## src/hw/rtl/drt_pkg.sv

```systemverilog
// Shared types and constants for the dense ranking block.
`timescale 1ns / 1ps
package drt_pkg;

    localparam int SLOT_W      = 6;
    localparam int CNT_W       = 7;
    localparam int QUEUE_DEPTH = 4;
    localparam int QPTR_W      = 2;
    localparam int QFILL_W     = 3;

    typedef struct packed {
        logic signed [31:0] key;
        logic signed [31:0] score;
        logic               present;
        logic               store;
        logic [SLOT_W-1:0]  slot;
        logic               last;
        logic [CNT_W-1:0]   count;
    } drt_entry_t;

endpackage

```

## src/hw/rtl/drt_queue.sv

```systemverilog
// Short queue between the loading front end and the ranking back end.
`timescale 1ns / 1ps
module drt_queue
    import drt_pkg::*;
(
    input  logic       aclk,
    input  logic       aresetn,
    input  logic       wr_valid,
    output logic       wr_ready,
    input  drt_entry_t wr_data,
    output logic       rd_valid,
    input  logic       rd_ready,
    output drt_entry_t rd_data
);

    drt_entry_t        mem [QUEUE_DEPTH];
    logic [QPTR_W-1:0] wr_ptr_reg;
    logic [QPTR_W-1:0] rd_ptr_reg;
    logic [QFILL_W-1:0] fill_reg;
    logic              push;
    logic              pop;

    assign wr_ready = (fill_reg != QFILL_W'(QUEUE_DEPTH));
    assign rd_valid = (fill_reg != '0);
    assign rd_data  = mem[rd_ptr_reg];
    assign push     = wr_valid && wr_ready;
    assign pop      = rd_valid && rd_ready;

    always_ff @(posedge aclk) begin
        if (push) begin
            mem[wr_ptr_reg] <= wr_data;
        end
    end

    always_ff @(posedge aclk) begin
        if (!aresetn) begin
            wr_ptr_reg <= '0;
            rd_ptr_reg <= '0;
            fill_reg   <= '0;
        end else begin
            if (push) begin
                wr_ptr_reg <= wr_ptr_reg + 1'b1;
            end
            if (pop) begin
                rd_ptr_reg <= rd_ptr_reg + 1'b1;
            end
            if (push && !pop) begin
                fill_reg <= fill_reg + 1'b1;
            end else if (pop && !push) begin
                fill_reg <= fill_reg - 1'b1;
            end
        end
    end

endmodule

```

## src/hw/rtl/drt_front.sv

```systemverilog
// Input side: accepts words, assigns slots and marks the end of each run.
`timescale 1ns / 1ps
module drt_front
    import drt_pkg::*;
#(
    parameter int NUM_SLOTS = 16
) (
    input  logic        aclk,
    input  logic        aresetn,
    input  logic        s_axis_tvalid,
    output logic        s_axis_tready,
    input  logic [71:0] s_axis_tdata,
    input  logic        s_axis_tlast,
    output logic        q_valid,
    input  logic        q_ready,
    output drt_entry_t  q_data
);

    logic [CNT_W-1:0] load_cnt_reg;
    logic [CNT_W-1:0] load_cnt_next;
    logic             store;
    logic             accept;

    assign s_axis_tready = q_ready;
    assign q_valid       = s_axis_tvalid;
    assign accept        = s_axis_tvalid && q_ready;
    assign store         = (load_cnt_reg < CNT_W'(NUM_SLOTS));

    always_comb begin
        q_data.key     = s_axis_tdata[31:0];
        q_data.score   = s_axis_tdata[63:32];
        q_data.present = s_axis_tdata[64];
        q_data.store   = store;
        q_data.slot    = load_cnt_reg[SLOT_W-1:0];
        q_data.last    = s_axis_tlast;
        q_data.count   = store ? load_cnt_reg + 1'b1 : load_cnt_reg;
        if (s_axis_tlast) begin
            load_cnt_next = '0;
        end else if (store) begin
            load_cnt_next = load_cnt_reg + 1'b1;
        end else begin
            load_cnt_next = load_cnt_reg;
        end
    end

    always_ff @(posedge aclk) begin
        if (!aresetn) begin
            load_cnt_reg <= '0;
        end else if (accept) begin
            load_cnt_reg <= load_cnt_next;
        end
    end

endmodule

```

## src/hw/rtl/drt_back.sv

```systemverilog
// Ranking side: stores entries, runs the pairwise ranking pass and emits results.
`timescale 1ns / 1ps
module drt_back
    import drt_pkg::*;
#(
    parameter int NUM_SLOTS = 16
) (
    input  logic        aclk,
    input  logic        aresetn,
    input  logic        q_valid,
    output logic        q_ready,
    input  drt_entry_t  q_data,
    output logic        m_axis_tvalid,
    input  logic        m_axis_tready,
    output logic [15:0] m_axis_tdata,
    output logic        m_axis_tlast
);

    localparam int IDX_W = $clog2(NUM_SLOTS);

    localparam logic [2:0] ST_IDLE = 3'd0;
    localparam logic [2:0] ST_DUP  = 3'd1;
    localparam logic [2:0] ST_RANK = 3'd2;
    localparam logic [2:0] ST_WAIT = 3'd3;
    localparam logic [2:0] ST_EMIT = 3'd4;

    logic [2:0]           state_reg;
    logic [2:0]           state_next;
    logic [IDX_W-1:0]     j_reg;
    logic [IDX_W-1:0]     j_next;
    logic [IDX_W-1:0]     k_reg;
    logic [IDX_W-1:0]     k_next;
    logic [IDX_W-1:0]     s_reg;
    logic [IDX_W-1:0]     s_next;
    logic [CNT_W-1:0]     n_reg;
    logic [CNT_W-1:0]     cnt_reg;
    logic [NUM_SLOTS-1:0] present_reg;
    logic [NUM_SLOTS-1:0] dup_reg;
    logic                 stg_valid_reg;
    logic                 stg_dup_reg;
    logic [IDX_W-1:0]     stg_a_reg;
    logic [IDX_W-1:0]     stg_b_reg;
    logic [63:0]          mem [NUM_SLOTS];
    logic [63:0]          rd_a_reg;
    logic [63:0]          rd_b_reg;
    logic [IDX_W-1:0]     addr_a;
    logic [IDX_W-1:0]     addr_b;
    logic                 issue;
    logic [IDX_W-1:0]     last_idx;
    logic                 pop;
    logic                 wr_en;
    logic                 out_free;
    logic                 out_load;
    logic                 run_done;
    logic signed [31:0]   key_a;
    logic signed [31:0]   key_b;
    logic signed [31:0]   score_a;
    logic signed [31:0]   score_b;
    logic                 same_pair;
    logic                 a_beats_b;
    logic                 m_tvalid_reg;
    logic [15:0]          m_tdata_reg;
    logic                 m_tlast_reg;
    logic [CNT_W-1:0]     place;

    assign q_ready  = (state_reg == ST_IDLE);
    assign pop      = q_valid && q_ready;
    assign wr_en    = pop && q_data.store;
    assign last_idx = IDX_W'(n_reg - 1'b1);
    assign out_free = !m_tvalid_reg || m_axis_tready;
    assign out_load = (state_reg == ST_EMIT) && out_free;
    assign run_done = out_load && (s_reg == last_idx);

    assign key_a     = rd_a_reg[31:0];
    assign score_a   = rd_a_reg[63:32];
    assign key_b     = rd_b_reg[31:0];
    assign score_b   = rd_b_reg[63:32];
    assign same_pair = (key_a == key_b) && (score_a == score_b);
    assign a_beats_b = (key_a < key_b) || ((key_a == key_b) && (score_a > score_b));

    assign place = present_reg[s_reg] ? cnt_reg + 1'b1 : '0;

    always_comb begin
        state_next = state_reg;
        j_next     = j_reg;
        k_next     = k_reg;
        s_next     = s_reg;
        issue      = 1'b0;
        addr_a     = j_reg;
        addr_b     = k_reg;
        unique case (state_reg)
            ST_IDLE: begin
                if (pop && q_data.last) begin
                    s_next = '0;
                    k_next = '0;
                    if (q_data.count > CNT_W'(1)) begin
                        j_next     = IDX_W'(1);
                        state_next = ST_DUP;
                    end else begin
                        j_next     = '0;
                        state_next = ST_RANK;
                    end
                end
            end
            ST_DUP: begin
                issue = 1'b1;
                if (k_reg == j_reg - 1'b1) begin
                    k_next = '0;
                    if (j_reg == last_idx) begin
                        j_next     = '0;
                        state_next = ST_RANK;
                    end else begin
                        j_next = j_reg + 1'b1;
                    end
                end else begin
                    k_next = k_reg + 1'b1;
                end
            end
            ST_RANK: begin
                issue  = 1'b1;
                addr_b = s_reg;
                if (j_reg == last_idx) begin
                    state_next = ST_WAIT;
                end else begin
                    j_next = j_reg + 1'b1;
                end
            end
            ST_WAIT: begin
                state_next = ST_EMIT;
            end
            ST_EMIT: begin
                if (out_free) begin
                    j_next = '0;
                    if (s_reg == last_idx) begin
                        state_next = ST_IDLE;
                    end else begin
                        s_next     = s_reg + 1'b1;
                        state_next = ST_RANK;
                    end
                end
            end
            default: begin
                state_next = ST_IDLE;
            end
        endcase
    end

    always_ff @(posedge aclk) begin
        if (wr_en) begin
            mem[q_data.slot[IDX_W-1:0]] <= {q_data.score, q_data.key};
        end
        rd_a_reg  <= mem[addr_a];
        rd_b_reg  <= mem[addr_b];
        stg_dup_reg <= (state_reg == ST_DUP);
        stg_a_reg <= addr_a;
        stg_b_reg <= addr_b;
        if (pop && q_data.last) begin
            n_reg <= q_data.count;
        end
        if (out_load) begin
            m_tdata_reg <= {2'b00, present_reg[s_reg], place, SLOT_W'(s_reg)};
            m_tlast_reg <= (s_reg == last_idx);
        end
    end

    always_ff @(posedge aclk) begin
        if (!aresetn) begin
            state_reg     <= ST_IDLE;
            j_reg         <= '0;
            k_reg         <= '0;
            s_reg         <= '0;
            cnt_reg       <= '0;
            present_reg   <= '0;
            dup_reg       <= '0;
            stg_valid_reg <= 1'b0;
            m_tvalid_reg  <= 1'b0;
        end else begin
            state_reg     <= state_next;
            j_reg         <= j_next;
            k_reg         <= k_next;
            s_reg         <= s_next;
            stg_valid_reg <= issue;
            if (wr_en) begin
                present_reg[q_data.slot[IDX_W-1:0]] <= q_data.present;
            end
            if (stg_valid_reg && stg_dup_reg) begin
                if (present_reg[stg_a_reg] && present_reg[stg_b_reg] && same_pair) begin
                    dup_reg[stg_a_reg] <= 1'b1;
                end
            end
            if (out_load) begin
                cnt_reg <= '0;
            end else if (stg_valid_reg && !stg_dup_reg) begin
                if (present_reg[stg_a_reg] && !dup_reg[stg_a_reg] && a_beats_b) begin
                    cnt_reg <= cnt_reg + 1'b1;
                end
            end
            if (run_done) begin
                present_reg <= '0;
                dup_reg     <= '0;
            end
            if (out_load) begin
                m_tvalid_reg <= 1'b1;
            end else if (m_axis_tready) begin
                m_tvalid_reg <= 1'b0;
            end
        end
    end

    assign m_axis_tvalid = m_tvalid_reg;
    assign m_axis_tdata  = m_tdata_reg;
    assign m_axis_tlast  = m_tlast_reg;

endmodule

```

## src/hw/rtl/dense_rank_with_tiebreak.sv

```systemverilog
// Top level of the dense ranking block: front end, queue and ranking back end.
// Words load via a four-word queue into slot memory, one per cycle while it is not full.
// After the word with tlast, a pass over n loaded slots compares every pair to mark
// duplicates, then ranks each slot against all n slots via the two-port slot memory.
// Each result word leaves from an output register; new words queue during the pass.
// Reset (synchronous, aresetn low) clears counters, presence and state; slot data is kept.
`timescale 1ns / 1ps
module dense_rank_with_tiebreak
    import drt_pkg::*;
#(
    parameter int NUM_SLOTS = 16
) (
    input  logic        aclk,
    input  logic        aresetn,
    input  logic        s_axis_tvalid,
    output logic        s_axis_tready,
    // Fields from bit 0: primary_key[31:0], tie_score[63:32], present[64], zero pad.
    input  logic [71:0] s_axis_tdata,
    input  logic        s_axis_tlast,
    output logic        m_axis_tvalid,
    input  logic        m_axis_tready,
    // Fields from bit 0: slot_index[5:0], place[12:6], assigned[13], zero pad.
    output logic [15:0] m_axis_tdata,
    output logic        m_axis_tlast
);

    drt_entry_t fq_data;
    logic       fq_valid;
    logic       fq_ready;
    drt_entry_t qb_data;
    logic       qb_valid;
    logic       qb_ready;

    drt_front #(
        .NUM_SLOTS(NUM_SLOTS)
    ) u_front (
        .aclk          (aclk),
        .aresetn       (aresetn),
        .s_axis_tvalid (s_axis_tvalid),
        .s_axis_tready (s_axis_tready),
        .s_axis_tdata  (s_axis_tdata),
        .s_axis_tlast  (s_axis_tlast),
        .q_valid       (fq_valid),
        .q_ready       (fq_ready),
        .q_data        (fq_data)
    );

    drt_queue u_queue (
        .aclk     (aclk),
        .aresetn  (aresetn),
        .wr_valid (fq_valid),
        .wr_ready (fq_ready),
        .wr_data  (fq_data),
        .rd_valid (qb_valid),
        .rd_ready (qb_ready),
        .rd_data  (qb_data)
    );

    drt_back #(
        .NUM_SLOTS(NUM_SLOTS)
    ) u_back (
        .aclk          (aclk),
        .aresetn       (aresetn),
        .q_valid       (qb_valid),
        .q_ready       (qb_ready),
        .q_data        (qb_data),
        .m_axis_tvalid (m_axis_tvalid),
        .m_axis_tready (m_axis_tready),
        .m_axis_tdata  (m_axis_tdata),
        .m_axis_tlast  (m_axis_tlast)
    );

endmodule
```

## config.mk

```make
export PLATFORM = sky130hd
export DESIGN_NAME = dense_rank_with_tiebreak
export DESIGN_NICKNAME = d
export VERILOG_FILES = /design/src/hw/rtl/drt_pkg.sv /design/src/hw/rtl/drt_queue.sv /design/src/hw/rtl/drt_front.sv /design/src/hw/rtl/drt_back.sv /design/src/hw/rtl/dense_rank_with_tiebreak.sv
export SDC_FILE = /design/constraint.sdc
export NUM_CORES = 2
export LEC_CHECK = 0
export BUFFER_PORTS_ARGS = -buffer_cell sky130_fd_sc_hd__buf_2
export CAP_MARGIN = 25
export CORE_MARGIN = 4
export CORE_UTILIZATION = 51
export CTS_CLUSTER_DIAMETER = 60
export CTS_CLUSTER_SIZE = 24
export DETAILED_ROUTE_END_ITERATION = 8
export GPL_TIMING_DRIVEN = 0
export PLACE_DENSITY = 0.8
export SLEW_MARGIN = 20
export SYNTH_ARGS = -nofsm -noshare
export SYNTH_HDL_FRONTEND = slang
export SYNTH_HIERARCHICAL = 1
export SYNTH_SLANG_ARGS = --single-unit
```

## constraint.sdc

```tcl
create_clock -name aclk -period 6.35 [get_ports aclk]
set_input_delay 1.27 -clock aclk [delete_from_list [all_inputs] [get_ports aclk]]
set_output_delay 1.27 -clock aclk [all_outputs]
set_load 0.02 [all_outputs]
```

==> metrics.csv <==
metric;value;unit
initialDrtViolationCount;7538;
multi_input_area;21500;um^2
relSlewSlack;28.1;%
required;6.93;ns
cts_tree;yes;
cts_inserted_buffers;107;
hold_viol;0;
arrival;5.09;ns
antenna_found_initial;9;
cap_violations;0;
regArea;44800;um^2
numPortBuffers;19;
coreArea;133000;um^2
final_nets;5159;
via_count;45900;
areaGrowthSynthToFinish;11.7;%
fin_ws;1.84;ns
tightest_slew;1.06;ns
clk_pin_slew;0.09;ns
max_freq;0.222;GHz
grt_pass1_wl;288000;um
fill_cells;9824;
crit_slowest_cell;mux2i_2;
placed_cell_area;72700;um^2
worstPathCellList;buf_2 -> nor3b_4 -> mux2i_2 -> clkbuf_1 -> clkbuf_1 -> clkbuf_1 -> nand3_1 -> nand3_1 -> a31oi_1;
rsz0062_at_grt;no;
start_util;51.4;%
wl;196000;um
outcome;finished clean;
worstSetupEndpointType;flop;
syn-instance-count;4786;
io_pins;96;
cts_setup_buffers;0;
viasPerCell;6.67;
cts.sinks;1562;
cp_max_fo;10;
grt.total_usage;27.2;%
die_area;140000;um^2
grt_overflow;0;
yosysWarnings;6;
row_count;134;
clk_path_buf_depth;3;
die_y;375;um
die_w;375;um
worstSkewPairLatency;0.77;ns
routedWlPerCell;28.5;um
r2r_slack;1.84;ns
crit_top_cell;clkbuf_1;
reg_top3;u_back/mem (1024), u_queue/mem (312);
irDropWorstVdd;0.294;mV
cts-root-buf;clkbuf_16;
h-tree-depth;3;
start_kind;flop;
drc;0;
largest_register_ff_count;1024;
routabilityCongestion;0.894;
syn_area;68600;um^2
period_needed;4.51;ns
cts_resized;0;
cpPeakStageDelay;0.82;ns
drive_gt1_share;18.7;%
dp_slack;2.01;ns
setup_viol;0;
design_area;76600;um^2
leakage;0.0257;uW
regMostFlops;u_back/mem;
post-route-period-util;71.0;%
grt_max_degree;43;
power.density;408;nW/um^2
worstSetupPathType;flop to flop;
first_global_vias;45400;
critPathBufInv;4;
path_delay_family;buffers and inverters;
syn_avg_cell_area;14.3;um^2
slew_viol_final;0;
hp-class;flop to flop;
postCtsHoldBufs;0;
fin_skew;0.0523;ns
dp.final_hpwl;134000;um
drtPass1Iterations;6;
ant_nets;0;
## per-stage QoR
stage	total power [uW]	utilization, %	hold slack (ns)	std cells	TNS [ns]
after floorplan	20100	-	0.329	4789	0
after global placement	23000	53.1	0.335	6576	-2567.14
after detailed placement	23600	54.5	0.336	6659	0
after CTS	31000	57.3	0.362	6862	0
after global routing	32400	57.4	0.366	6869	0
final	31300	57.4	0.364	6879	0
## power by group
group	internal, uW	switching [uW]	leakage (uW)
registers	13500	531	0.0140
logic	3420	6420	0.00984
clock network	3500	3960	0.00183
total	20400	10900	0.0257
## routing by layer
metal / GRT usage, % / vias up / wire length, um
li1: - / 18700 / -
met1: 34.6 / 22500 / 65200
met2: 42.8 / 3894 / 91300
met4: 14.9 / 6 / 12000
met5: 0 / - / 66
met3: 7.49 / 786 / 27400
## cells in the final DEF (no fill, tap or decap), types with 29 or more instances in the layout
| cell type | instances |
|---|---|
| nand3_1 | 529 |
| a31oi_1 | 71 |
| buf_12 | 29 |
| buf_2 | 124 |
| buf_4 | 79 |
| clkbuf_1 | 182 |
| a21oi_1 | 68 |
| mux4_2 | 411 |
| clkbuf_16 | 109 |
| dfxtp_1 | 209 |
| inv_1 | 87 |
| ha_1 | 76 |
| and3_1 | 69 |
| nand2_1 | 1081 |
| edfxtp_1 | 1353 |
| a311oi_1 | 129 |
| nor2_1 | 59 |
## worst paths after layout
check,start,end,cells after the start
setup / recovery,u_back/state_reg[1],u_back/rd_b_reg[52],9
hold / removal,u_back/addr_a[3],u_back/stg_a_reg[3],0
setup reg to reg,u_back/state_reg[1],u_back/rd_b_reg[52],9
hold reg to reg,u_back/addr_a[3],u_back/stg_a_reg[3],0
## worst register-to-register path: stages (launching register included)
cell	delay, ns
dfxtp_1	0.31
buf_2	0.18
nor3b_4	0.44
mux2i_2	0.82
clkbuf_1	0.49
clkbuf_1	0.81
clkbuf_1	0.72
nand3_1	0.27
nand3_1	0.20
a31oi_1	0.10
## layout make-up
class / instances / share of cell area [%]
Multi-Input combinational cell: 2737 / 28.1
Timing Repair Buffer: 107 / 2.36
Buffer: 401 / 2.72
Tap cell: 1768 / 2.89
Inverter: 89 / 0.436
Antenna cell: 12 / 0.0392
Sequential cell: 1562 / 58.5
Clock buffer: 119 / 3.62
Clock inverter: 84 / 1.29
(Power assumes the default switching activity.)
